<file path="src/rtl/fpp_ram.sv">
// generic single write port ram with registered read
// no dependencies
module fpp_ram #(
  parameter int WIDTH = 64,
  parameter int DEPTH = 32
) (
  input  logic                     clk,
  input  logic                     we,
  input  logic [$clog2(DEPTH)-1:0] waddr,
  input  logic [WIDTH-1:0]         wdata,
  input  logic                     re,
  input  logic [$clog2(DEPTH)-1:0] raddr,
  output logic [WIDTH-1:0]         rdata
);

  logic [WIDTH-1:0] mem [DEPTH];

  always_ff @(posedge clk) begin
    if (we) begin
      mem[waddr] <= wdata;
    end
    if (re) begin
      rdata <= mem[raddr];
    end
  end

endmodule

</file>
<file path="config.mk">
export PLATFORM = sky130hd
export DESIGN_NAME = fpp_ram
export DESIGN_NICKNAME = d
export VERILOG_FILES = /design/src/rtl/fpp_ram.sv
export SDC_FILE = /design/constraint.sdc
export NUM_CORES = 2
export LEC_CHECK = 0
export BUFFER_PORTS_ARGS = -buffer_cell sky130_fd_sc_hd__buf_4
export CORE_MARGIN = 8
export CORE_UTILIZATION = 61
export CTS_BUF_LIST = sky130_fd_sc_hd__clkbuf_4 sky130_fd_sc_hd__clkbuf_8
export CTS_CLUSTER_SIZE = 14
export DETAILED_ROUTE_END_ITERATION = 10
export PLACE_DENSITY = 0.87
export SLEW_MARGIN = 20
export SYNTH_ARGS = -nofsm -noshare
export SYNTH_HDL_FRONTEND = slang
export SYNTH_SLANG_ARGS = --single-unit
</file>
<file path="constraint.sdc">
create_clock -name clk -period 7.3 [get_ports clk]
set_clock_uncertainty 0.05 [all_clocks]
set_input_delay 2.19 -clock clk [delete_from_list [all_inputs] [get_ports clk]]
set_output_delay 2.19 -clock clk [all_outputs]
set_load 0.03 [all_outputs]
</file>
==> summary.txt <==
Setup TNS: 0 ns
Ports: 141
HPWL Detailed: 107 mm
Root Buffer: clkbuf_8
Remaining Overflow, GRT: 0
Async SR Flop Fraction: 0%
Syn Nets: 3174
share of layout cells above drive strength 1: 38.6%
Main synth FF type: edfxtp_1
Int Pwr: 0.0190 W
WS Path Type: input pin to register
Worst Path Arrival: 4.78 ns
via-per-instance ratio: 7.02
NumNets Final: 3593
critical-path maximum fanout: 21
initial antenna violation count: 14
Critical Path RT: 7.84 ns
reg-to-reg setup timing slack: 5.17 ns
Worst-Margin Slew: 1.18 ns
Fmax: 236 MHz
commonest cells after routing, fill and taps aside: edfxtp_1, mux4_2, clkbuf_8
crit start category: input pin
Worst-path clk slew: 0.06 ns
DR WL/cell: 38.0 um
Die W: 377 um
Overall Power: 0.0243 W
reg2reg path depth: 3
Post-Place Cells: 4926
max_slew headroom: 21.2%
post-synthesis cell type count: 30
Yosys warning count: 0
Sequential Power Share: 56.1%
First-pass DRT Iterations: 6
PortBufs: 140
Finish-stage setup viols: 0
htree depth: 5
drt drc: 0
die area: 142000 um^2
Switch Pwr: 0.00525 W
cts hold-fix bufs: 0
Fin Hold WS: 0.827 ns
Core Region: 129000 um^2
Seq/Total Area, Yosys: 79.7%
Slew Viols, Final: 0
HP Class: register to register
fillers: 6940
final WL: 209 mm
post-route ant nets: 0
Final Cycle Share: 58.1%
Clock power frac: 38.6%
commonest non-fill, non-tap cell in the layout: edfxtp_1
Cell Pwr Density: 271 nW/um^2
CTS Sinks: 2112
first-pass GRT wire length: 294 mm
Post-CTS Setup Bufs: 0
Clock Path Buffers: 4
hold path start: mem[4][0]
Seq cells post-synth: 2112
Synth Instances: 3097
die height: 377 um
Total GRT Usage: 29.5%
Num CTS Buffers: 329
max-cap viol count: 0
P&R area growth vs syn: 12.6%
vias in the first global route: 40.8k
Multi-input gate area: 15700 um^2
worst skew pair latency: 1.01 ns
pin count of the biggest net entering global routing: 88
Hold Path Depth: 3
leak pwr: 28.1 nW
Synth Area per Inst: 25.7 um^2
vias: 38.6k
min Tclk post-route: 4.24 ns
run status: complete, no violations
CTS tree: built
Cell Rows: 132
RSZ-0062 raised after global routing: no
Worst setup EP type: register
origin of the critical flop-to-flop path: mem[27][15]
final hold vios: 0
peak supply drop: 0.226 mV
EDFF count, synth: 2112
Logic pwr share: 5.2%
starting DRC count in detailed routing: 6397
sw frac: 21.6%
Worst Hold Path EP: rdata[0]
FF+latch area: 63400 um^2
Initial Util: 61.5%
RePlAce Congestion: 0.748
R2R Path End: rdata[15]
cts repair resizes: 0
Final Instance Count excl. Fillers: 5499
mapped cell area: 79600 um^2
[layout make-up]
| class | count | area share [%] |
|---|---|---|
| inverter | 1 | 0.00419 |
| clock buffer | 442 | 6.04 |
| clock inverter | 114 | 0.688 |
| timing repair buffer | 244 | 2.56 |
| antenna | 16 | 0.0447 |
| sequential | 2112 | 70.7 |
| multi-input combinational | 828 | 17.5 |
| tap | 1742 | 2.43 |
[Yosys cell counts (all sizes together), types with 2 or more instances]
library cell  number  area share (%)
edfxtp          2112              80
mux4             602              17
buf              101            0.67
mux2              74             1.0
clkbuf            55            0.26
nor2              41            0.19
mux2i             38            0.48
a221oi            12            0.13
o22ai             10           0.079
o21ai              9           0.057
nand3b             5           0.047
and2               4           0.031
nor2b              4           0.031
a211oi             3           0.028
a22oi              3           0.028
nand2              3           0.014
o211ai             3           0.028
o221ai             3           0.033
o2bb2ai            3           0.033
o31a               3           0.033
nand2b             2           0.016
nand3              2           0.013
or3b               2           0.022
[worst max path at each step]
| stage | startpoint | to | slack [ns] | depth (start not counted) |
|---|---|---|---|---|
| 2_1_floorplan | waddr[1] | mem[12][0] | 1.24 | 3 |
| 3_3_place_gp | raddr[0] | rdata[24] | 2.17 | 5 |
| 3_5_place_dp | raddr[0] | rdata[37] | 2.08 | 5 |
| 4_1_cts | raddr[0] | rdata[20] | 3.12 | 5 |
| 5_1_grt | raddr[0] | rdata[20] | 2.96 | 5 |
| 6_report | waddr[0] | mem[6][43] | 3.06 | 4 |
[power groups by stage]
| stage | sequential [W] | combinational [W] | clock [W] |
|---|---|---|---|
| 3_5_place_dp | 0.0139 | 0.00125 | 0 |
| 5_1_grt | 0.0136 | 0.00132 | 0.00994 |
| 6_report | 0.0136 | 0.00127 | 0.00937 |
| 3_3_place_gp | 0.0138 | 0.00119 | 0 |
| 4_1_cts | 0.0136 | 0.00126 | 0.00942 |
| 2_1_floorplan | 0.0139 | 0.000677 | 0 |
[routing by layer]
layer | wire length (um) | part of all wire (%) | track usage [%] | up-vias
li1 | - | - | - | 14434
met1 | 65800 | 31 | 36.7 | 19933
met2 | 105000 | 50 | 48.2 | 3491
met3 | 26600 | 13 | 7.39 | 759
met4 | 11900 | 5.7 | 15.9 | 6
met5 | 40 | 0.019 | 0 | -
[state kept, by name (all words and copies together) (netlist names)]
register,count
rdata,64
mem,2048
[critical path, cell delays in order]
cell      delay (ns)
buf_4           0.12
nand3b_1        0.69
nor2_4          1.15
buf_4           0.58
[stage by stage]
step                      util, %  cell area [um^2]  worst slack, ns
after floorplan                 -             79600             1.24
after global placement       64.5             83500             2.17
after detailed placement     64.5             83600             2.08
after CTS                    69.2             89600             3.12
after global routing         69.2             89600             2.96
final                        69.2             89600             3.06
[logic make-up after synthesis]
family | after synthesis | synth area share, %
muxes | 714 | 18.6
and+or+nand+nor | 64 | 0.376
buffers and inverters | 157 | 0.937
DFF | 2112 | 79.7
AOI/OAI and AO/OA | 50 | 0.462
Power figures use the tool's default switching activity.
