$ cat config.mk
export PLATFORM = sky130hd
export DESIGN_NAME = fpp_queue
export DESIGN_NICKNAME = d
export VERILOG_FILES = /design/src/rtl/fpp_pkg.sv /design/src/rtl/fpp_queue.sv
export SDC_FILE = /design/constraint.sdc
export NUM_CORES = 1
export LEC_CHECK = 0
export BUFFER_PORTS_ARGS = -buffer_cell sky130_fd_sc_hd__buf_2
export CORE_MARGIN = 5
export CORE_UTILIZATION = 35
export CTS_CLUSTER_SIZE = 25
export DETAILED_ROUTE_END_ITERATION = 16
export MAX_ROUTING_LAYER = met4
export PLACE_DENSITY = 0.64
export REMOVE_ABC_BUFFERS = 1
export SYNTH_ARGS = -nofsm -noshare
export SYNTH_HDL_FRONTEND = slang
export SYNTH_SLANG_ARGS = --single-unit
export TNS_END_PERCENT = 20
$ cat constraint.sdc
create_clock -name clk -period 3.6 [get_ports clk]
set_clock_uncertainty 0.05 [all_clocks]
set_input_delay 1.08 -clock clk [delete_from_list [all_inputs] [get_ports clk]]
set_output_delay 1.08 -clock clk [all_outputs]
set_load 0.02 [all_outputs]
$ cat src/rtl/fpp_pkg.sv
// shared types and constants of the flash page record packer
// no dependencies
package fpp_pkg;

  localparam int DEF_PAGE_BYTES = 256;
  localparam int DEF_PAGE_COUNT = 256;
  localparam int CMD_DEPTH      = 2;

  localparam logic [15:0] MAX_RECORD = 16'h00FF;

  localparam logic [1:0] ACT_START = 2'd0;
  localparam logic [1:0] ACT_PROBE = 2'd1;
  localparam logic [1:0] ACT_DATA  = 2'd2;

  localparam logic KIND_STATUS = 1'b0;
  localparam logic KIND_WORD   = 1'b1;

  typedef enum logic [2:0] {
    ST_OK       = 3'd0,
    ST_TOO_LONG = 3'd1,
    ST_IGNORED  = 3'd2,
    ST_KEEP     = 3'd3,
    ST_FOUND    = 3'd4,
    ST_FULL     = 3'd5
  } status_t;

  typedef struct packed {
    logic        dump;
    status_t     status;
    logic [7:0]  page;
  } cmd_t;

  typedef enum logic [1:0] {
    BK_IDLE,
    BK_READ,
    BK_WORD,
    BK_STATUS
  } bk_state_t;

endpackage

$ cat src/rtl/fpp_queue.sv
// short command queue between front and back of the packer
// depends on fpp_pkg
module fpp_queue
  import fpp_pkg::*;
#(
  parameter int DEPTH = CMD_DEPTH
) (
  input  logic clk,
  input  logic rst,
  input  logic push,
  input  cmd_t din,
  output logic full,
  input  logic pop,
  output logic empty,
  output cmd_t head
);

  localparam int PW = (DEPTH > 1) ? $clog2(DEPTH) : 1;
  localparam int CW = $clog2(DEPTH + 1);

  cmd_t          slots [DEPTH];
  logic [PW-1:0] wr_ptr;
  logic [PW-1:0] rd_ptr;
  logic [CW-1:0] count;

  assign full  = (count == CW'(DEPTH));
  assign empty = (count == '0);
  assign head  = slots[rd_ptr];

  always_ff @(posedge clk) begin
    if (push) begin
      slots[wr_ptr] <= din;
    end
  end

  always_ff @(posedge clk) begin
    if (rst) begin
      wr_ptr <= '0;
      rd_ptr <= '0;
      count  <= '0;
    end else begin
      if (push) begin
        wr_ptr <= (wr_ptr == PW'(DEPTH - 1)) ? '0 : wr_ptr + 1'b1;
      end
      if (pop) begin
        rd_ptr <= (rd_ptr == PW'(DEPTH - 1)) ? '0 : rd_ptr + 1'b1;
      end
      if (push && !pop) begin
        count <= count + 1'b1;
      end else if (pop && !push) begin
        count <= count - 1'b1;
      end
    end
  end

endmodule

==> impl_summary.txt, run 1 <==
----------------------------------------------------
[Die]
  Core footprint ... 0.002978 mm2
  Core Rows ... 20
  Die Width ... approximately 65 um
  Initial Utilization ... about 36%
  Die Area ... 0.004258 mm2
  Number of I/O pins ... 30
  Die boundary height ... around 65 um

[Power and ir drop]
  Switching component of the power ... about 0.00017 W
  Pint ... around 0.00050 W
  P per Cell Area ... roughly 500 mW/mm2
  Power share of the combinational group ... between 10% and 20%
  Clock share of power ... between 20% and 30%
  Leakage ... just over 0.5 nW
  Proportion of power drawn by flip-flops and latches ... 59.8%
  Worst-case vdd ir drop ... between 200 and 250 uV
  Switching power share of the total ... about 25%

[Placement]
  HPWL reported at the end of detailed placement ... ~1.2 mm
  Weighted congestion reported at the end of routability-driven placement ... 0.5884
  Cell count after placement ... between 100 and 150
  Input/output buffers ... 29
  Area of placed instances ... 0.001257 mm2

[Setup path]
  Cell chain of the critical path ... mux2_2, buf_2
  Data required time at the worst endpoint ... between 2000 and 2500 ps
  Largest fanout on the critical path ... 12
  Reg-to-reg slack, setup ... about 2200 ps
  Worst r2r src ... wr_ptr
  Biggest cell delay along the critical path ... roughly 660 ps
  Number of cells traversed by the worst register-to-register path ... 2
  Worst setup SP type ... register
  CP max-delay cell ... dfxtp_1
  CP arrival ... 1520 ps
  Crit end category ... output port
  Reg2reg end ... slots[0][8]
  Critical path class ... reg2out

[Clock tree]
  Total of cells resized after clock tree synthesis ... 0
  Count of buffers added by post-CTS timing repair for setup ... 0
  Clock network latency to the later pin of the worst-skew pair ... a little over 300 ps
  Hold buffers post-CTS ... 0
  Root Buffer Master ... clkbuf_4
  TritonCTS sink count ... 29
  Number of H-tree levels ... 2
  Clk buf depth ... 2
  TritonCTS buffer count ... 5
  CTS tree ... built
  Clock-pin slew of the registers on the worst-case setup and hold paths ... 80 ps

[STA]
  Slew margin rel. ... between 60% and 70%
  RSZ-0062 raised after global routing ... no
  Setup violations, final ... 0
  Slew Viols, Final ... 0
  Slew of the pin with the lowest slew margin ... 563.8 ps
  Fraction of the cycle the final worst path needs ... approximately 74%
  Min cycle time layout ... roughly 2700 ps
  Count of final hold-check violations ... 0
  Upper clock frequency limit ... 0.3768 GHz
  Final sum of negative setup slack ... 0 ps

[Detailed routing]
  Wirelength, routed ... roughly 1.7 mm
  Total number of vias ... 579
  Detail-routed net length per standard cell ... about 13 um
  Detailed Route Iter0 Violations ... 15
  Drt pass-1 iters ... 3
  Via count normalized by instance count ... 4.488
  Number of design rule violations left after detail routing ... 0
  Remaining antenna violation count ... 0

[Yosys]
  #FFs+latches synth ... 29
  Share of Yosys cell area claimed by the top area cell type ... roughly 67%
  Portion of the post-synthesis area used by sequential elements ... a little under 80%
  Post-synth cell types ... 15
  Number of standard cells after synthesis ... just under 60
  Biggest area consumer among synthesized cells ... edfxtp_1
  Area contributors post-synth ... edfxtp_1, mux2_2, dfxtp_1, nor2_1, xnor2_1
  Netlist Area Pre-Place ... 0.001069 mm2
  Synthesis Warnings ... 0
  Post-synthesis area per instance ... 18.11 um2

[Cells and area]
  Ratio of cells with drive above 1 in the final layout ... roughly half
  Final Cell Area ... between 0.001 and 0.0015 mm2
  Number of standard cells in the final layout excluding fillers ... roughly 130
  Layout net count ... ~110
  Syn-to-layout area delta ... 22.36%
  Antenna diode count ... 0

[Global routing]
  Number of antenna violations at the first check in global routing ... 0
  Wire length of the first global-routing pass ... around 3.0 mm
  Pin count of the biggest net entering global routing ... 13
  Global-route total usage across every layer ... about 10%
  Via count of the first global-routing pass ... 672
  Global route overflow ... 0

[Hold path]
  Hold_sp ... count[1]
  Worst hold path endpoint ... count[1]
  Type of the most critical hold path ... reg2reg
  Hold path depth ... 2

[Run]
  Maximum Capacitance Violations ... 0

[Run status]
  Result of the run ... finished, final reports clean

----------------------------------------------------
## cell usage after synthesis
cell type / instances
mux2_2: 12
nor2b_1: 1
and2_1: 1
or3_1: 1
nor2_1: 5
a21oi_1: 1
xor2_1: 2
xnor2_1: 2
edfxtp_1: 24
o21ai_0: 1
and2b_2: 1
inv_1: 1
buf_2: 1
ha_1: 1
dfxtp_1: 5
## layout by cell type (no fill, tap or decap), drive strengths merged, types with 2 or more instances in the layout
| cell type | instances |
|---|---|
| clkinv | 3 |
| xnor2 | 2 |
| nor2 | 5 |
| buf | 30 |
| mux2 | 12 |
| clkbuf | 5 |
| xor2 | 2 |
| edfxtp | 24 |
| dfxtp | 5 |
## flip-flops by register name (all words and copies together), names as in the netlist, named ones only
register	flops
slots	24
count	2
rd_ptr	1
wr_ptr	1
## logic make-up (layout without fill, tap and decap cells)
logic type	after synthesis	after routing	share of synthesized area, %
multiplexers	12	12	12.65
buffers and inverters	2	39	0.8189
AND/OR/NAND/NOR	9	9	4.334
XOR/XNOR	4	4	3.279
AO/OA/AOI/OAI	2	2	0.9359
flip-flops	29	29	76.82
adder cells (fa/ha/maj)	1	1	1.171
## layer usage
metal  up-vias  part of all wire [%]  track usage (%)  wire length [um]
li1        289                     -                -                 -
met1       261                    43            10.12               722
met2        24                    47            15.30               794
met3         5                   7.9            4.615               133
met4         0                   1.8            6.995                31
met5         -                     0                -                 0
## power by group through the flow
stage,clock [W],combinational (W),sequential [W]
after floorplan,0,0.0000651,0.000406
after global placement,0,0.0000987,0.000408
after detailed placement,0,0.000101,0.000410
after CTS,0.000180,0.000102,0.000402
after global routing,0.000206,0.000110,0.000404
final,0.000171,0.0000991,0.000401
## how the worst max path moves through the flow
stage / from / end / slack [ps]
6_report: register / head[10] / 950
4_1_cts: register / head[11] / 880
3_5_place_dp: register / head[11] / 1240
5_1_grt: register / head[0] / 810
3_3_place_gp: register / head[11] / 1260
2_1_floorplan: push / slots[0][0] / 1490
## worst max-delay path, delay by kind of cell (launching register included)
| family | cells | cell delay [ps] |
|---|---|---|
| multiplexers | 1 | 400 |
| flip-flops | 1 | 660 |
| buffers and inverters | 1 | 160 |
## cell type report
type	instances	area (um2)
clock buffer	5	37.54
clock inverter	3	12.51
fill	271	1670
inverter	1	3.754
multi-input combinational	28	239.0
sequential	29	820.8
tap	33	41.29
timing repair buffer	30	152.6
## stage by stage
step           utilization [%]  hold slack (ps)  worst slack, ps  total power [W]
4_1_cts                  43.91            471.5            879.0        0.0006842
6_report                 43.91            468.7            945.7        0.0006714
5_1_grt                  43.91            508.7            806.5        0.0007204
2_1_floorplan                -            411.4             1495        0.0004709
3_5_place_dp             42.23            456.1             1239        0.0005108
3_3_place_gp             42.23            427.6             1256        0.0005069
No activity file was read; power rests on OpenSTA's default activity.
==> run 2: changes to the inputs <==
--- a/config.mk
+++ b/config.mk
@@ -11,7 +11,7 @@
 export CTS_CLUSTER_SIZE = 25
 export DETAILED_ROUTE_END_ITERATION = 16
 export MAX_ROUTING_LAYER = met4
-export PLACE_DENSITY = 0.64
+export PLACE_DENSITY = 0.67
 export REMOVE_ABC_BUFFERS = 1
 export SYNTH_ARGS = -nofsm -noshare
 export SYNTH_HDL_FRONTEND = slang
==> constraint.sdc (replaced) <==
create_clock -name clk -period 2.38 [get_ports clk]
set_clock_uncertainty 0.05 [all_clocks]
set_input_delay 0.714 -clock clk [delete_from_list [all_inputs] [get_ports clk]]
set_output_delay 0.714 -clock clk [all_outputs]
set_load 0.02 [all_outputs]
==> impl_summary.txt, run 2 (synthesis results as in run 1) <==
----------------------------------------------------
[Global routing]
  Pin count of the biggest net entering global routing ... 13 (unchanged)
  Via count of the first global-routing pass ... 627 (-6.7%)
  Wire length of the first global-routing pass ... 2.863 mm (-3.0%)
  Number of antenna violations at the first check in global routing ... 0 (unchanged)
  Global route overflow ... 0 (unchanged)
  Global-route total usage across every layer ... 9.959% (-0.037 points)

[Clock tree]
  TritonCTS sink count ... 29 (unchanged)
  Clk buf depth ... 2 (unchanged)
  CTS tree ... built
  Root Buffer Master ... clkbuf_4
  Number of H-tree levels ... 2 (unchanged)
  Clock network latency to the later pin of the worst-skew pair ... 310 ps (about the same)
  TritonCTS buffer count ... 5 (unchanged)
  Clock-pin slew of the registers on the worst-case setup and hold paths ... 80 ps (about the same)

[Power and ir drop]
  Total design power ... 0.001085 W (+62%)
  P per Cell Area ... 816.9 mW/mm2 (+59%)
  Leakage ... 0.5256 nW (+2.2%)
  Worst-case vdd ir drop ... 354.5 uV (+49%)

[Die]
  Number of I/O pins ... 30 (unchanged)
  Die Width ... 65.26 um (unchanged)
  Die Area ... 0.004258 mm2 (unchanged)
  Core footprint ... 0.002978 mm2 (unchanged)
  Initial Utilization ... 35.88% (unchanged)
  Die boundary height ... 65.26 um (unchanged)
  Core Rows ... 20 (unchanged)

[STA]
  Count of final hold-check violations ... 0 (unchanged)
  Slew margin rel. ... 61.83% (-0.58 points)
  Final sum of negative setup slack ... 0 ps (unchanged)
  RSZ-0062 raised after global routing ... no
  Worst hold-check slack ... 463.3 ps (-5.420 ps)
  Setup violations, final ... 0 (unchanged)
  Fraction of the cycle the final worst path needs ... 89.05%
  Slew Viols, Final ... 0 (unchanged)
  Slack of the critical path ... 260.5 ps (-685.2 ps)
  Slew of the pin with the lowest slew margin ... 572.5 ps (+8.671 ps)
  Min cycle time layout ... between 2000 and 2500 ps
  Upper clock frequency limit ... roughly 0.47 GHz

[Cells and area]
  Number of flip-flops in the largest register ... 24 (unchanged)
  Antenna diode count ... 0 (unchanged)
  Syn-to-layout area delta ... 24.36%
  Largest Register ... slots
  Final Cell Area ... 0.001329 mm2 (+1.6%)
  Most common cell after layout, fill and taps aside ... buf_2
  Ratio of cells with drive above 1 in the final layout ... 54.17% (+3.1 points)
  Largest registers in the final layout ... slots: 24 flops, count: 2 flops
  Layout net count ... 112 (unchanged)
  Top library cells by usage in the layout, fill and taps aside ... buf_2, edfxtp_1, mux2_2

[Detailed routing]
  Via count normalized by instance count ... 4.574 (+1.9%)
  Drt pass-1 iters ... 4 (+1)
  Detail-routed net length per standard cell ... 13.44 um (+3.1%)
  Number of design rule violations left after detail routing ... 0 (unchanged)
  Total number of vias ... 590 (+1.9%)
  Detailed Route Iter0 Violations ... 6 (-9)
  Remaining antenna violation count ... 0 (unchanged)
  Wirelength, routed ... 1.734 mm (+3.1%)

[Placement]
  Worst Setup Slack post-DPL ... 391.1 ps (-848.1 ps)
  HPWL reported at the end of detailed placement ... 1.236 mm (+1.0%)
  Area of placed instances ... 0.001257 mm2 (unchanged)
  Input/output buffers ... 29 (unchanged)
  Weighted congestion reported at the end of routability-driven placement ... 0.5979 (+1.6%)

[Hold path]
  Type of the most critical hold path ... reg2reg

[Run status]
  Result of the run ... finished, final reports clean

[Setup path]
  Data required time at the worst endpoint ... 1620 ps (-850 ps)
  Largest fanout on the critical path ... 12 (unchanged)
  CP arrival ... 1360 ps (-160 ps)
  Worst setup SP type ... register
  Critical path class ... reg2out
  Crit end category ... output port

[Run]
  Maximum Capacitance Violations ... 0 (unchanged)

----------------------------------------------------
run 2: worst max-delay path, stage by stage, from the launching register on:
cell	delay [ps]
dfxtp_2	510
mux2_2	380
buf_2	160
run 2: report_power, final:
group	internal [W]	switching, W	leakage [nW]
Combinational	0.0000668	0.0000832	0.217
Clock	0.000171	0.000157	0.0413
Sequential	0.000588	0.0000198	0.267
Total	0.000826	0.000260	0.526
run 2: final cells by class:
| type | instances | area, um2 |
|---|---|---|
| Fill cell | 276 | 1649 |
| Tap cell | 33 | 41.29 |
| Multi-Input combinational cell | 28 | 239.0 |
| Sequential cell | 29 | 822.0 |
| Inverter | 1 | 3.754 |
| Clock inverter | 1 | 5.005 |
| Clock buffer | 7 | 65.06 |
| Timing Repair Buffer | 30 | 152.6 |
run 2: path summary, 6_finish.rpt:
kind	startpoint	end	slack, ps	cells after the start
hold / removal	count[1]	count[1]	460	2
setup reg to reg	wr_ptr	slots[1][1]	1090	1
setup / recovery	register	head[9]	260	2
hold reg to reg	count[1]	count[1]	460	2
run 2: what timing repair did:
| action | 4_1_cts | 5_1_grt |
|---|---|---|
| gates resized for setup | 0 | 1 |
| setup endpoints to repair | 0 | 12 |
| setup buffers | 0 | 0 |
| hold buffers | 0 | 0 |
run 2: through the flow:
| step | utilization, % | std cells |
|---|---|---|
| floorplan | - | 58 |
| global placement | 42.23 | 121 |
| detailed placement | 42.23 | 121 |
| finish | 44.62 | 129 |
| CTS | 44.58 | 129 |
| global route | 44.62 | 129 |
run 2: routing by layer:
layer  share of wire (%)  GRT usage [%]
met4                 2.4          5.440
met3                  10          5.812
met5                   0              -
met2                  48          14.79
met1                  40          10.34
