## src/rtl/fpp_pkg.sv

```systemverilog
// shared types and constants of the flash page record packer
// no dependencies
package fpp_pkg;

  localparam int DEF_PAGE_BYTES = 256;
  localparam int DEF_PAGE_COUNT = 256;
  localparam int CMD_DEPTH      = 2;

  localparam logic [15:0] MAX_RECORD = 16'h00FF;

  localparam logic [1:0] ACT_START = 2'd0;
  localparam logic [1:0] ACT_PROBE = 2'd1;
  localparam logic [1:0] ACT_DATA  = 2'd2;

  localparam logic KIND_STATUS = 1'b0;
  localparam logic KIND_WORD   = 1'b1;

  typedef enum logic [2:0] {
    ST_OK       = 3'd0,
    ST_TOO_LONG = 3'd1,
    ST_IGNORED  = 3'd2,
    ST_KEEP     = 3'd3,
    ST_FOUND    = 3'd4,
    ST_FULL     = 3'd5
  } status_t;

  typedef struct packed {
    logic        dump;
    status_t     status;
    logic [7:0]  page;
  } cmd_t;

  typedef enum logic [1:0] {
    BK_IDLE,
    BK_READ,
    BK_WORD,
    BK_STATUS
  } bk_state_t;

endpackage

```

## src/rtl/fpp_in_if.sv

```systemverilog
// input channel of the packer: one start, probe result or log byte per beat
// no dependencies
interface fpp_in_if;
  logic        valid;
  logic        ready;
  logic [1:0]  action;
  logic [7:0]  data_byte;
  logic [15:0] record_size;

  modport source (output valid, action, data_byte, record_size, input ready);
  modport sink   (input valid, action, data_byte, record_size, output ready);
endinterface

```

## src/rtl/fpp_front.sv

```systemverilog
// front end: accepts beats, tracks probe and fill state, packs bytes into words
// depends on fpp_pkg and fpp_in_if
module fpp_front
  import fpp_pkg::*;
#(
  parameter int PAGE_BYTES = DEF_PAGE_BYTES,
  parameter int PAGE_COUNT = DEF_PAGE_COUNT
) (
  input  logic                                 clk,
  input  logic                                 rst,
  fpp_in_if.sink                               bytes,
  output logic                                 we,
  output logic [$clog2((PAGE_BYTES+7)/8)-1:0]  waddr,
  output logic [63:0]                          wdata,
  output logic                                 push,
  output cmd_t                                 cmd,
  input  logic                                 full,
  input  logic                                 dump_done
);

  localparam int AW    = $clog2((PAGE_BYTES + 7) / 8);
  localparam int FP_W  = $clog2(PAGE_BYTES);
  localparam int WP_W  = $clog2(PAGE_COUNT);
  localparam int PP_W  = $clog2(PAGE_COUNT + 1);
  localparam int EXT_W = (PP_W > 8) ? PP_W : 8;

  logic [FP_W-1:0]  fill, fill_next;
  logic [WP_W-1:0]  wp, wp_next;
  logic [PP_W-1:0]  probe, probe_next;
  logic             locked, locked_next;
  logic [63:0]      acc, acc_next;
  logic             busy;
  logic             accept;
  logic [63:0]      merged;
  logic [PP_W-1:0]  probe_inc;
  logic [EXT_W-1:0] wp_ext, probe_ext, inc_ext;
  logic             probing;
  logic             probe_ended;

  assign bytes.ready = !full && !busy;
  assign accept      = bytes.valid && bytes.ready;

  assign probe_inc   = probe + 1'b1;
  assign wp_ext      = EXT_W'(wp);
  assign probe_ext   = EXT_W'(probe);
  assign inc_ext     = EXT_W'(probe_inc);
  assign probing     = (probe < PP_W'(PAGE_COUNT));
  assign probe_ended = !probing;

  always_comb begin
    merged = acc;
    merged[{fill[2:0], 3'b000} +: 8] = bytes.data_byte;
  end

  assign waddr = AW'(fill >> 3);
  assign wdata = merged;

  always_comb begin
    fill_next   = fill;
    wp_next     = wp;
    probe_next  = probe;
    locked_next = locked;
    acc_next    = acc;
    we          = 1'b0;
    push        = accept;
    cmd.dump    = 1'b0;
    cmd.status  = ST_IGNORED;
    cmd.page    = wp_ext[7:0];
    if (accept) begin
      priority if (bytes.action == ACT_START) begin
        fill_next   = FP_W'(1);
        wp_next     = '0;
        probe_next  = '0;
        locked_next = 1'b0;
        acc_next    = '0;
        cmd.status  = ST_OK;
        cmd.page    = '0;
      end else if (bytes.action == ACT_PROBE) begin
        priority if (probe_ended) begin
          cmd.status = ST_IGNORED;
        end else if (bytes.data_byte != 8'h00) begin
          wp_next    = WP_W'(probe);
          probe_next = PP_W'(PAGE_COUNT);
          cmd.status = ST_FOUND;
          cmd.page   = probe_ext[7:0];
        end else if (probe_inc == PP_W'(PAGE_COUNT)) begin
          probe_next  = PP_W'(PAGE_COUNT);
          locked_next = 1'b1;
          cmd.status  = ST_FULL;
        end else begin
          probe_next = probe_inc;
          cmd.status = ST_KEEP;
          cmd.page   = inc_ext[7:0];
        end
      end else if (bytes.action != ACT_DATA || locked || probing) begin
        cmd.status = ST_IGNORED;
      end else if (bytes.record_size > MAX_RECORD) begin
        cmd.status = ST_TOO_LONG;
      end else begin
        cmd.status = ST_OK;
        if (fill[2:0] == 3'd7 || fill == FP_W'(PAGE_BYTES - 1)) begin
          we       = 1'b1;
          acc_next = '0;
        end else begin
          acc_next = merged;
        end
        if (fill == FP_W'(PAGE_BYTES - 1)) begin
          fill_next = FP_W'(1);
          cmd.dump  = 1'b1;
          if (wp == WP_W'(PAGE_COUNT - 1)) begin
            wp_next     = '0;
            locked_next = 1'b1;
            cmd.status  = ST_FULL;
          end else begin
            wp_next = wp + 1'b1;
          end
        end else begin
          fill_next = fill + 1'b1;
        end
      end
    end
  end

  always_ff @(posedge clk) begin
    if (rst) begin
      fill   <= FP_W'(1);
      wp     <= '0;
      probe  <= '0;
      locked <= 1'b0;
      busy   <= 1'b0;
      acc    <= '0;
    end else begin
      acc    <= acc_next;
      fill   <= fill_next;
      wp     <= wp_next;
      probe  <= probe_next;
      locked <= locked_next;
      if (push && cmd.dump) begin
        busy <= 1'b1;
      end else if (dump_done) begin
        busy <= 1'b0;
      end
    end
  end

endmodule

```

## src/flat_wrapper.sv

```systemverilog
// flat-port wrapper written by rule: the top's interface ports become plain ports
module fpp_front_flat import fpp_pkg::*;
#(
  parameter int PAGE_BYTES = DEF_PAGE_BYTES,
  parameter int PAGE_COUNT = DEF_PAGE_COUNT
)
  (clk, rst, we, waddr, wdata, push, cmd, full, dump_done, bytes_valid, bytes_action, bytes_data_byte, bytes_record_size, bytes_ready);
  fpp_in_if bytes_i ();
  input  logic clk;
  input  logic rst;
  output logic we;
  output logic [$clog2((PAGE_BYTES+7)/8)-1:0] waddr;
  output logic [63:0] wdata;
  output logic push;
  output cmd_t cmd;
  input  logic full;
  input  logic dump_done;
  input wire logic [$bits(bytes_i.valid)-1:0] bytes_valid;
  input wire logic [$bits(bytes_i.action)-1:0] bytes_action;
  input wire logic [$bits(bytes_i.data_byte)-1:0] bytes_data_byte;
  input wire logic [$bits(bytes_i.record_size)-1:0] bytes_record_size;
  output wire logic [$bits(bytes_i.ready)-1:0] bytes_ready;
  assign bytes_i.valid = bytes_valid;
  assign bytes_i.action = bytes_action;
  assign bytes_i.data_byte = bytes_data_byte;
  assign bytes_i.record_size = bytes_record_size;
  assign bytes_ready = bytes_i.ready;
  fpp_front #(.PAGE_BYTES(PAGE_BYTES), .PAGE_COUNT(PAGE_COUNT)) u_core (.clk(clk), .rst(rst), .bytes(bytes_i), .we(we), .waddr(waddr), .wdata(wdata), .push(push), .cmd(cmd), .full(full), .dump_done(dump_done));
endmodule
```

## config.mk

```make
export PLATFORM = sky130hd
export DESIGN_NAME = fpp_front_flat
export DESIGN_NICKNAME = d
export VERILOG_FILES = /design/src/rtl/fpp_pkg.sv /design/src/rtl/fpp_in_if.sv /design/src/rtl/fpp_front.sv /design/src/flat_wrapper.sv
export SDC_FILE = /design/constraint.sdc
export NUM_CORES = 1
export LEC_CHECK = 0
export BUFFER_PORTS_ARGS = -buffer_cell sky130_fd_sc_hd__clkbuf_2
export CAP_MARGIN = 30
export CORE_UTILIZATION = 45
export DETAILED_ROUTE_END_ITERATION = 8
export GPL_TIMING_DRIVEN = 0
export HOLD_SLACK_MARGIN = 0.05
export PLACE_DENSITY = 0.74
export SLEW_MARGIN = 20
export SYNTH_ARGS = -nofsm -noshare
export SYNTH_HDL_FRONTEND = slang
export SYNTH_SLANG_ARGS = --single-unit
```

## constraint.sdc

```tcl
create_clock -name clk -period 2.5 [get_ports clk]
set_clock_uncertainty 0.15 [all_clocks]
set_input_delay 0.125 -clock clk [delete_from_list [all_inputs] [get_ports clk]]
set_output_delay 0.125 -clock clk [all_outputs]
set_load 0.1 [all_outputs]
```

==> metrics.log, run 1 <==
INFO  metric outcome = finished with violations
INFO  metric failed_checks = design-rule violations, negative setup slack
INFO  metric rsz0062_at_grt = yes
INFO  metric mappedNetlistArea = 0.005470 mm2
INFO  metric cp.buffers_inverters = 3
INFO  metric top_level_ports = 115
INFO  metric die_h = roughly 110 um
INFO  metric max-clock-path-buffers = 2
INFO  metric dpl.cell_count = 859
INFO  metric globalRouteOverflowTotal = 0
INFO  metric routedWlPerCell = between 20 and 30 um
INFO  metric instances_no_fill = between 900 and 1000
INFO  metric syn_avg_cell_area = just under 9 um2
INFO  metric vias_in_the_first_global_route = between 5000 and 6000
INFO  metric area.growth.synth_to_final = 66.01%
INFO  metric tritoncts_buffers = 9
INFO  metric sequential_cell_area_fraction_in_the_yosys_report = between 30% and 40%
INFO  metric ys_async_sr_fraction = 0%
INFO  metric count_of_final_max_slew_check_failures = 0
INFO  metric clock_tree_from_tritoncts = built
INFO  metric final_min_period_over_clock_period = 114.1%
INFO  metric hpwl = about 12000 um
INFO  metric synth_edf_count = 0
INFO  metric setup-tns-final = -14410 ps
INFO  metric slowest_stage = or4b_4
INFO  metric capturing_point_of_the_worst_reg2reg_path = u_core.acc[20]$_SDFFE_PP0P_
INFO  metric hp-start = rst
INFO  metric core = around 0.012 mm2
INFO  metric ys_warn_count = 0
INFO  metric ant_nets = 0
INFO  metric worst_pin_slew = 909.6 ps
INFO  metric die_area = approximately 0.013 mm2
INFO  metric setup_slack_on_the_worst_flop_to_flop_path = -230 ps
INFO  metric hold_end = u_core.wp[1]$_SDFFE_PP0P_
INFO  metric synth_cell_types = between 70 and 80
INFO  metric route.detailed.drc = 7
INFO  metric p_leak = approximately 0.0035 uW
INFO  metric crit_required = 2230 ps
INFO  metric syn_inst = between 600 and 700
INFO  metric crit-reg2reg-launch = u_core.fill[0]$_SDFFE_PP1P_
INFO  metric finalHoldViolCount = 0
INFO  metric vdd.ir_drop.worst = ~580 uV
INFO  metric drv.max_cap_violation_count = 0
INFO  metric grt_max_degree = 17
INFO  metric worst_setup_margin = -353.7 ps
INFO  metric path_cells = buf_8 > inv_4 > ha_4 > ha_4 > nand2b_4 > or4b_4 > mux2_4 > clkbuf_16
INFO  metric cts_root_buffer = clkbuf_16
INFO  metric 1st_iter_drt_viols = between 600 and 700
INFO  metric worst_skew_pair.late_latency = about 370 ps
INFO  metric num_vias = 6235
INFO  metric finalSetupViolCount = between 80 and 90
INFO  metric clkSlewWorstSetupHoldPaths = ~70 ps
INFO  metric global_route.usage.total = between 30% and 40%
INFO  metric antenna_cells_inserted = 0
INFO  metric die_w = roughly 110 um
INFO  metric wirelength = 23730 um
INFO  metric fmax = around 350 MHz
INFO  metric gpl.final_weighted_congestion = 0.9427
INFO  metric slew_headroom = 39.36%
INFO  metric timing.hold.worst_path_depth = 3
INFO  metric synth-seq-cells = 91
INFO  metric cts.sink_count = between 90 and 100
INFO  metric crit_family = simple AND/OR/NAND/NOR gates
INFO  metric drt_pass1_iterations = 9
INFO  metric post_route_cells_drive_above_1_share = 44.73%
INFO  metric rows = 39
INFO  metric timing.critical_path.arrival = 2580 ps
INFO  metric reg2regPathDepth = 11
INFO  metric period_needed = about 2900 ps
INFO  metric critPathKind = flip-flop to output pin
INFO  metric synthFlopType = dfxtp_1
INFO  metric cpMostUsedCell = ha_4
INFO  metric synth.net_count = around 660
INFO  metric crit_path_max_fanout = 8
INFO  metric detail_route.vias_per_cell = roughly 6.7
INFO  metric cts_max_level = 3
INFO  metric initial_utilization = roughly 47%
INFO  metric first_pass_grt_wire_length = 31970 um
INFO  metric port_buffers = 98
INFO  metric powerDensity = around 400 mW/mm2
INFO  metric crit_path_end_kind = output pin
INFO  metric hold_path_class = primary input to flip-flop
INFO  metric critPathMaxStageDelay = approximately 620 ps
INFO  metric antenna_found_initial = 0
INFO  metric cp-start-kind = flip-flop
INFO  metric num-nets-final = roughly 820
==> tightest hold or removal path: stages <==
cell,delay [ps]
clkbuf_2,100
clkinv_1,200
o211a_1,180
==> cell usage after synthesis (all sizes together) (2+ instances only) <==
cell type | count | area (um2)
a21oi | 26 | 133.9
o31ai | 4 | 30.03
nand2b | 7 | 43.79
nor2 | 93 | 354.1
or2 | 2 | 12.51
nor4 | 7 | 118.9
mux2i | 4 | 40.04
o211ai | 4 | 30.03
a211oi | 4 | 35.03
clkbuf | 21 | 78.83
xnor2 | 13 | 113.9
a311oi | 2 | 17.52
nor3b | 2 | 20.02
a21o | 2 | 15.01
dfxtp | 91 | 1822
a211o | 3 | 26.28
a31oi | 2 | 18.77
nand3 | 21 | 110.1
nand4 | 10 | 68.81
a41oi | 2 | 17.52
o32ai | 4 | 35.03
a221oi | 2 | 17.52
buf | 35 | 250.2
a32oi | 2 | 17.52
o211a | 3 | 30.03
mux2 | 60 | 705.7
inv | 21 | 78.83
a32o | 2 | 20.02
and2 | 3 | 18.77
ha | 6 | 75.07
nand4b | 3 | 26.28
nand2 | 24 | 92.59
nor3 | 10 | 66.32
o21ai | 17 | 88.83
and3 | 9 | 56.30
o2bb2ai | 2 | 17.52
or3 | 2 | 12.51
a22oi | 71 | 568.0
o22ai | 2 | 12.51
==> through the flow <==
stage	utilization (%)	total power (uW)	instance area, um2	hold slack [ps]	setup WS (ps)
detailed placement	55.93	1958	6495	252.4	-295.8
floorplan	-	1857	5826	156.8	-196.3
global placement	55.93	1953	6495	245.3	-250.7
global route	78.19	3645	9081	141.2	-381.3
finish	78.19	3584	9081	127.8	-353.7
CTS	73.66	3453	8554	108.1	-259.7
==> state kept, by name (all words and copies together) (netlist names) <==
register / cells
u_core.fill: 8
u_core.wp: 8
u_core.acc: 64
u_core.locked: 1
u_core.probe: 9
u_core.busy: 1
==> per-layer routing <==
metal  track usage [%]  wire [um]  vias to the layer above
met2             56.19      11530                      473
li1                  -          -                     2597
met5                 0          0                        -
met3             8.207       2111                      133
met4             13.96       1501                        0
met1             38.40       8586                     3032
==> how the worst max path moves through the flow <==
stage / startpoint / end / slack, ps / cells after the start
after floorplan: u_core.probe[3]$_SDFFE_PP0P_ / cmd[3] / -200 / 7
after global placement: u_core.probe[5]$_SDFFE_PP0P_ / cmd[4] / -250 / 7
after detailed placement: u_core.probe[5]$_SDFFE_PP0P_ / cmd[2] / -300 / 7
after CTS: u_core.fill[0]$_SDFFE_PP1P_ / wdata[20] / -260 / 8
after global routing: u_core.fill[1]$_SDFFE_PP0P_ / wdata[51] / -380 / 9
final: u_core.fill[0]$_SDFFE_PP1P_ / wdata[18] / -350 / 8
==> cell usage in the layout, fill, tap and decap left out, types with 11 or more instances in the layout <==
| cell type | count |
|---|---|
| buf_4 | 41 |
| o21ai_0 | 14 |
| buf_2 | 11 |
| clkbuf_1 | 15 |
| mux2_4 | 53 |
| buf_12 | 26 |
| nor2_1 | 86 |
| xnor2_1 | 13 |
| clkbuf_2 | 22 |
| nand3_1 | 19 |
| inv_1 | 19 |
| clkbuf_16 | 61 |
| dfxtp_1 | 81 |
| a21oi_1 | 23 |
| a22oi_1 | 62 |
| nand2_1 | 20 |
| buf_6 | 35 |
==> where the power goes <==
part	switching (uW)	internal, uW	total [uW]
registers	5.70	1450	1450
clock network	687	813	1500
logic	414	216	630
==> cell type report <==
type | count | area, um2
multi-input cells | 449 | 3839
fillers | 660 | 2532
repair buffers | 157 | 2444
flip-flops and latches | 91 | 1844
plain buffers | 52 | 381.6
clock buffers | 10 | 239.0
well taps | 143 | 178.9
inverters | 22 | 85.08
clock inverters | 6 | 70.07
==> kinds of logic after synthesis <==
kind of cell / count (synthesis) / synth area share [%]
buffers and inverters: 78 / 7.525
DFF: 91 / 33.30
xor gates and xnor gates: 14 / 2.242
muxes: 64 / 13.63
adders and majority gates: 6 / 1.372
AOI/OAI and AO/OA: 162 / 21.96
and+or+nand+nor: 203 / 19.97
==> what timing repair did <==
action | 4_1_cts | 5_1_grt
resized for setup | 265 | 99
setup endpoints to repair | 86 | 84
pin swaps | 11 | 7
setup buffers | 33 | 25
endpoints found under the hold margin | 1 | 0
hold buffers | 1 | 0
No activity file was read; power rests on OpenSTA's default activity.
==> inputs of run 2 (changes only) <==
==> constraint.sdc (replaced) <==
create_clock -name clk -period 2.38 [get_ports clk]
set_clock_uncertainty 0.15 [all_clocks]
set_input_delay 0.119 -clock clk [delete_from_list [all_inputs] [get_ports clk]]
set_output_delay 0.119 -clock clk [all_outputs]
set_load 0.1 [all_outputs]
==> run 2 against run 1 <==
  * Global-route usage up 2.0 points
  * Routed wire length up 9.0%
  * Critical path type unchanged
  * Core utilization up 5.4 points
  * Largest cell class unchanged
  * The run still ends with design-rule violations, negative setup slack left
  * Flip-flop and latch count unchanged
  * Worst hold slack worse by 6.9 ps
==> metrics.log, run 2 (synthesis results as in run 1) <==
INFO  metric antenna_cells_inserted = 0 (unchanged)
INFO  metric power_frac_clock = 41.9% (about the same)
INFO  metric reg_top3 = u_core.acc (64), u_core.probe (9)
INFO  metric hpwl = 11960 um (+1.1%)
INFO  metric vdd.ir_drop.worst = 473.5 uV (-19%)
INFO  metric top_level_ports = 115 (unchanged)
INFO  metric worst_pin_slew = 913.3 ps (+3.762 ps)
INFO  metric detail_route.vias_per_cell = 6.750 (+0.69%)
INFO  metric finalSetupViolCount = 114 (+34%)
INFO  metric dpl_cell_area = 0.006639 mm2 (+2.2%)
INFO  metric drv.max_cap_violation_count = 0 (unchanged)
INFO  metric routedWlPerCell = 27.37 um (+7.3%)
INFO  metric outcome = finished with violations
INFO  metric internal_power = 2704 uW (+9.1%)
INFO  metric first_pass_grt_wire_length = 33840 um (+5.8%)
INFO  metric rows = 39 (unchanged)
INFO  metric slew_headroom = 39.11% (-0.25 points)
INFO  metric path_cells = buf_8 > inv_6 > ha_4 > ha_4 > buf_6 > nor2_4 > nor4bb_4 > buf_6 > mux2_4 > clkbuf_16
INFO  metric timing.critical_path.arrival = 2790 ps (+210 ps)
INFO  metric num_vias = 6379 (+2.3%)
INFO  metric die_area = 0.01260 mm2 (unchanged)
INFO  metric biggest_register = u_core.acc
INFO  metric post_route_cells_drive_above_1_share = 51.37% (+6.6 points)
INFO  metric gpl.final_weighted_congestion = 0.9234 (-2.0%)
INFO  metric hold_end = u_core.wp[1]$_SDFFE_PP0P_
INFO  metric antenna_found_initial = 1 (+1)
INFO  metric p_total = 3837 uW (+7.0%)
INFO  metric failed_checks = design-rule violations, negative setup slack
INFO  metric worst_skew_pair.late_latency = 350 ps (-20 ps)
INFO  metric drt_pass1_iterations = 9 (unchanged)
INFO  metric layout_common_cells = clkbuf_16 (85), nor2_1 (82), dfxtp_1 (81)
INFO  metric seq_power_share = 39.8% (-0.8 points)
INFO  metric slowest_stage = nor4bb_4
INFO  metric design_area = 0.009708 mm2 (+6.9%)
INFO  metric worst_setup_margin = -677.5 ps (-323.8 ps)
INFO  metric crit_required = 2110 ps (-120 ps)
INFO  metric count_of_final_max_slew_check_failures = 0 (unchanged)
INFO  metric cts_max_level = 3 (unchanged)
INFO  metric crit_path_max_fanout = 8 (unchanged)
INFO  metric cts_root_buffer = clkbuf_16
INFO  metric final_min_period_over_clock_period = 128.5%
INFO  metric setup_slack_on_the_worst_flop_to_flop_path = -470 ps (-240 ps)
INFO  metric fmax = 327.1 MHz
INFO  metric grt_max_degree = 17 (unchanged)
INFO  metric critPathMaxStageDelay = 490 ps (-130 ps)
INFO  metric max-clock-path-buffers = 2 (unchanged)
INFO  metric rsz0062_at_grt = yes
INFO  metric layout.cells.most_common = clkbuf_16
INFO  metric power_frac_comb = 18.3% (+0.7 points)
INFO  metric vias_in_the_first_global_route = 6234 (+6.6%)
INFO  metric timing.hold.worst_path_depth = 3 (unchanged)
INFO  metric globalRouteOverflowTotal = 0 (unchanged)
INFO  metric num-nets-final = 835 (+2.0%)
INFO  metric core = 0.01161 mm2 (unchanged)
INFO  metric flip_flop_count_of_the_largest_register_after_layout = 64 (unchanged)
INFO  metric setup-tns-final = -33060 ps (-18640 ps)
INFO  metric crit_family = buffers and inverters
INFO  metric cts.sink_count = 91 (unchanged)
INFO  metric cp-start-kind = flip-flop
INFO  metric crit_path_end_kind = output pin
INFO  metric p_leak = 0.003717 uW (+5.9%)
INFO  metric tritoncts_buffers = 9 (unchanged)
INFO  metric switching_share = 29.52% (-1.4 points)
INFO  metric die_w = 112.3 um (unchanged)
INFO  metric hold_path_class = primary input to flip-flop
INFO  metric hp-start = rst
INFO  metric initial_utilization = 47.10% (unchanged)
INFO  metric cp.buffers_inverters = 5 (+2)
INFO  metric holdWs = 120.9 ps (-6.867 ps)
INFO  metric 1st_iter_drt_viols = 672 (+8.9%)
INFO  metric crit-reg2reg-launch = u_core.fill[0]$_SDFFE_PP1P_
INFO  metric period_needed = 3057 ps
INFO  metric port_buffers = 98 (unchanged)
INFO  metric ant_nets = 0 (unchanged)
INFO  metric route.detailed.drc = 5 (-2)
INFO  metric global_route.usage.total = 34.56% (+2.0 points)
INFO  metric area.growth.synth_to_final = 77.47%
INFO  metric die_h = 112.3 um (unchanged)
INFO  metric p_switching = 1132 uW (+2.3%)
INFO  metric powerDensity = 395.2 mW/mm2 (+0.13%)
INFO  metric clkSlewWorstSetupHoldPaths = 70 ps (about the same)
INFO  metric reg2regPathDepth = 12 (+1)
INFO  metric capturing_point_of_the_worst_reg2reg_path = u_core.acc[32]$_SDFFE_PP0P_
INFO  metric critPathKind = flip-flop to output pin
INFO  metric finalHoldViolCount = 0 (unchanged)
INFO  metric clock_tree_from_tritoncts = built
INFO  metric wirelength = 25870 um (+9.0%)
-- run 2: cell count changes in the layout (fill, tap and decap cells not counted), moves of 7 or more --
cell / before / now
a22oi_1: 62 / 22
a22oi_2: 9 / 49
clkbuf_16: 61 / 85
buf_6: 35 / 57
buf_12: 26 / 5
buf_4: 41 / 32
mux2_2: 7 / 0
mux2_4: 53 / 60
-- run 2: worst max-delay path by stage --
stage | start | end | slack, ps | depth (start not counted)
global route | u_core.fill[0]$_SDFFE_PP1P_ | wdata[33] | -730 | 10
detailed placement | u_core.probe[5]$_SDFFE_PP0P_ | cmd[4] | -450 | 7
global placement | u_core.probe[5]$_SDFFE_PP0P_ | cmd[7] | -390 | 7
CTS | u_core.fill[0]$_SDFFE_PP1P_ | wdata[16] | -340 | 8
floorplan | u_core.probe[3]$_SDFFE_PP0P_ | cmd[3] | -310 | 7
finish | u_core.fill[0]$_SDFFE_PP1P_ | wdata[38] | -680 | 10
-- run 2: power groups by stage --
stage	clock [uW]	sequential [uW]	combinational (uW)
CTS	1590	1530	648
detailed placement	0	1570	506
global placement	0	1570	503
floorplan	0	1570	402
finish	1610	1530	701
global route	1650	1530	718
-- run 2: what timing repair did --
| action | CTS | global route |
|---|---|---|
| buffers inserted | 43 | 37 |
| gates resized for setup | 292 | 95 |
| endpoints found under the hold margin | 1 | 0 |
| hold buffers | 1 | 0 |
| endpoints found under the setup margin | 116 | 144 |
| pin swaps | 12 | 35 |
-- run 2: metal layers --
layer,vias up,routed length (um),track usage [%]
met4,0,2043,19.47
met5,-,0,0
met2,505,12390,60.00
met1,3057,9014,38.01
met3,192,2413,9.773
li1,2625,-,-
-- run 2: cell type report --
type                    instances  area, um2
clock inverters                 6      96.34
plain buffers                  52      375.4
fillers                       526       1906
flip-flops and latches         91       1844
multi-input cells             449       4093
clock buffers                   9      225.2
inverters                      22      91.34
repair buffers                173       2804
well taps                     143      178.9
-- run 2: per-stage QoR --
| step | instances | util [%] | setup WS, ps |
|---|---|---|---|
| 6_report | 945 | 83.59 | -677.5 |
| 5_1_grt | 945 | 83.59 | -727.6 |
| 4_1_cts | 916 | 78.29 | -340.5 |
| 3_5_place_dp | 859 | 57.16 | -452.9 |
| 3_3_place_gp | 859 | 57.16 | -386.3 |
| 2_1_floorplan | 618 | - | -308.5 |
-- run 2: worst reg2reg max path, cell delays in order, from the launching register on --
cell      delay [ps]
dfxtp_2          350
buf_8            110
inv_6             30
ha_4             150
ha_4             170
buf_6            130
nor2_4           210
nor4bb_4         490
buf_6            240
mux2_4           340
buf_6            120
a22oi_2          150
nor2_1            80
==> inputs of run 3 (changes only) <==
--- a/config.mk
+++ b/config.mk
@@ -7,11 +7,11 @@
 export LEC_CHECK = 0
 export BUFFER_PORTS_ARGS = -buffer_cell sky130_fd_sc_hd__clkbuf_2
 export CAP_MARGIN = 30
-export CORE_UTILIZATION = 45
+export CORE_UTILIZATION = 50
 export DETAILED_ROUTE_END_ITERATION = 8
 export GPL_TIMING_DRIVEN = 0
 export HOLD_SLACK_MARGIN = 0.05
-export PLACE_DENSITY = 0.74
+export PLACE_DENSITY = 0.81
 export SLEW_MARGIN = 20
 export SYNTH_ARGS = -nofsm -noshare
 export SYNTH_HDL_FRONTEND = slang
==> run 3 against run 2 <==
  * The flow finishes with violations (negative setup slack)
  * Flip-flop and latch count stayed put
  * Cell area is 1.8% lower
  * Worst setup slack better by 92 ps
  * Total power is 13% lower
  * Critical path depth is 1 lower
  * Core utilization is 7.5 points higher
  * Non-clock buffer count is 3 lower
  * Final cell count is 0.85% lower
  * Critical path type unchanged
  * Largest power group is now sequential cells
  * Highest routed layer unchanged
==> metrics.log, run 3 (synthesis results as in run 1) <==
INFO  metric outcome = finished with violations
INFO  metric failed_checks = negative setup slack
INFO  metric globalRouteOverflowTotal = 0 (unchanged)
INFO  metric p_leak = 0.003636 uW (-2.2%)
INFO  metric core = 0.01046 mm2 (-9.9%)
INFO  metric wirelength = 30770 um (+19%)
INFO  metric rows = 37 (-5.1%)
INFO  metric area.growth.synth_to_final = 74.25%
INFO  metric worst_setup_margin = -585.6 ps (+91.84 ps)
INFO  metric finalCoreUtilization = 91.10% (+7.5 points)
INFO  metric hp-start = rst
INFO  metric reg2regPathDepth = 8 (-4)
INFO  metric period_needed = 2966 ps (-91.84 ps)
INFO  metric ant_nets = 0 (unchanged)
INFO  metric slew_headroom = 36.50% (-2.6 points)
INFO  metric layout.cells.most_common = nor2_1
INFO  metric reg_top3 = u_core.acc (64), u_core.probe (9)
INFO  metric tritoncts_buffers = 9 (unchanged)
INFO  metric hpwl = 11600 um (-3.0%)
INFO  metric crit_family = simple AND/OR/NAND/NOR gates
INFO  metric drt_pass1_iterations = 7 (-2)
INFO  metric clock_tree_from_tritoncts = built
INFO  metric clkSlewWorstSetupHoldPaths = 110 ps (+40 ps)
INFO  metric detail_route.vias_per_cell = 7.641 (+13%)
INFO  metric antenna_found_initial = 2 (+1)
INFO  metric capturing_point_of_the_worst_reg2reg_path = u_core.probe[5]$_SDFFE_PP0P_
INFO  metric gpl.final_weighted_congestion = 0.9376 (+1.5%)
INFO  metric crit-reg2reg-launch = u_core.busy$_SDFFE_PP0P_
INFO  metric powerDensity = 348.8 mW/mm2 (-12%)
INFO  metric route.detailed.drc = 0 (-5)
INFO  metric worst_pin_slew = 952.5 ps (+39.21 ps)
INFO  metric top_level_ports = 115 (unchanged)
INFO  metric cts_max_level = 3 (unchanged)
INFO  metric layout_common_cells = nor2_1 (85), dfxtp_1 (81), clkbuf_16 (76)
INFO  metric timing.critical_path.arrival = 2700 ps (-90 ps)
INFO  metric global_route.usage.total = 43.16% (+8.6 points)
INFO  metric crit_required = 2110 ps (about the same)
INFO  metric drv.max_cap_violation_count = 0 (unchanged)
INFO  metric max-clock-path-buffers = 2 (unchanged)
INFO  metric cp-start-kind = flip-flop
INFO  metric path_cells = buf_8 > inv_6 > ha_4 > ha_4 > buf_6 > nor4b_4 > nand2_4 > mux2_4 > clkbuf_16
INFO  metric first_pass_grt_wire_length = 37470 um (+11%)
INFO  metric num-nets-final = 832 (-0.36%)
INFO  metric 1st_iter_drt_viols = 1187 (+77%)
INFO  metric finalHoldViolCount = 0 (unchanged)
INFO  metric slowest_stage = nor4b_4
INFO  metric port_buffers = 98 (unchanged)
INFO  metric cpMostUsedCell = ha_4
INFO  metric biggest_register = u_core.acc
INFO  metric critPathKind = flip-flop to output pin
INFO  metric num_vias = 7160 (+12%)
INFO  metric flip_flop_count_of_the_largest_register_after_layout = 64 (unchanged)
INFO  metric finalSetupViolCount = 142 (+25%)
INFO  metric worst_skew_pair.late_latency = 390 ps (+40 ps)
INFO  metric vias_in_the_first_global_route = 6658 (+6.8%)
INFO  metric cp.buffers_inverters = 4 (-1)
INFO  metric setup-tns-final = -44360 ps (-11310 ps)
INFO  metric die_h = 106.6 um (-5.0%)
INFO  metric routedWlPerCell = 32.84 um (+20%)
INFO  metric crit_path_end_kind = output pin
INFO  metric fmax = 337.2 MHz (+3.1%)
INFO  metric cts_root_buffer = clkbuf_8
INFO  metric hold_end = u_core.wp[1]$_SDFFE_PP0P_
INFO  metric critPathMaxStageDelay = 400 ps (-90 ps)
INFO  metric post_route_cells_drive_above_1_share = 51.63% (+0.25 points)
INFO  metric crit_path_max_fanout = 8 (unchanged)
INFO  metric initial_utilization = 52.28% (+5.2 points)
INFO  metric setup_slack_on_the_worst_flop_to_flop_path = -520 ps (-50 ps)
INFO  metric grt_max_degree = 15 (-2)
INFO  metric final_min_period_over_clock_period = 124.6% (-3.9 points)
INFO  metric hold_path_class = primary input to flip-flop
INFO  metric cts.sink_count = 91 (unchanged)
INFO  metric timing.hold.worst_path_depth = 3 (unchanged)
INFO  metric die_area = 0.01136 mm2 (-9.8%)
INFO  metric vdd.ir_drop.worst = 279.7 uV (-41%)
INFO  metric rsz0062_at_grt = yes
INFO  metric holdWs = 147.6 ps (+26.69 ps)
INFO  metric die_w = 106.6 um (-5.0%)
INFO  metric count_of_final_max_slew_check_failures = 0 (unchanged)
## run 3: cell type report
| cell class | count | area (um2) |
|---|---|---|
| clock inverters | 4 | 26.28 |
| plain buffers | 51 | 371.6 |
| fillers | 328 | 930.9 |
| flip-flops and latches | 91 | 1847 |
| diodes | 1 | 2.502 |
| repair buffers | 171 | 2743 |
| multi-input cells | 449 | 4135 |
| clock buffers | 12 | 145.1 |
| well taps | 136 | 170.2 |
| inverters | 22 | 91.34 |
## run 3: how the worst max path moves through the flow
stage / from / to / slack [ps] / depth (start not counted)
finish: u_core.fill[0]$_SDFFE_PP1P_ / wdata[1] / -590 / 9
CTS: u_core.fill[0]$_SDFFE_PP1P_ / wdata[18] / -400 / 8
global placement: u_core.probe[5]$_SDFFE_PP0P_ / cmd[7] / -350 / 7
floorplan: u_core.probe[3]$_SDFFE_PP0P_ / cmd[3] / -310 / 7
global route: u_core.fill[2]$_SDFFE_PP0P_ / wdata[1] / -790 / 7
detailed placement: u_core.probe[5]$_SDFFE_PP0P_ / cmd[7] / -430 / 7
## run 3: per-stage QoR
step	power [uW]	instances	worst slack, ps	instance area, um2
after floorplan	1968	618	-308.5	5969
after global placement	2067	852	-350.8	6630
after detailed placement	2072	852	-430.8	6630
after CTS	3165	911	-400.3	8952
after global routing	3356	936	-785.0	9529
final	3325	937	-585.6	9532
## run 3: report_power, final
group	total [uW]	leakage, uW	switching (uW)	internal, uW
sequential	1530	0.000739	6.83	1520
combinational	726	0.00281	476	250
clock	1070	0.0000864	661	410
## run 3: metal layers
layer  up-vias  wire length (um)  global-route usage, %
met5         -                 0                      0
met3       353              4284                  9.483
met4         0              3311                  32.49
li1       2617                 -                      -
met2       935             13190                  72.17
met1      3255              9983                  47.89
## run 3: worst reg2reg max path, stage by stage (launching register included)
cell     delay [ps]
dfxtp_1         350
nor2_4           90
nand2_2          80
inv_1           250
buf_4           250
nand4_1         390
a21oi_1         700
o21ai_0         230
a21oi_1         280
## run 3: what timing repair did
item                                   4_1_cts  5_1_grt
buffers inserted                            46       26
pin swaps                                   14       21
hold buffers                                 1        0
setup endpoints to repair                  110      148
endpoints found under the hold margin        1        0
gates resized for setup                    300       82
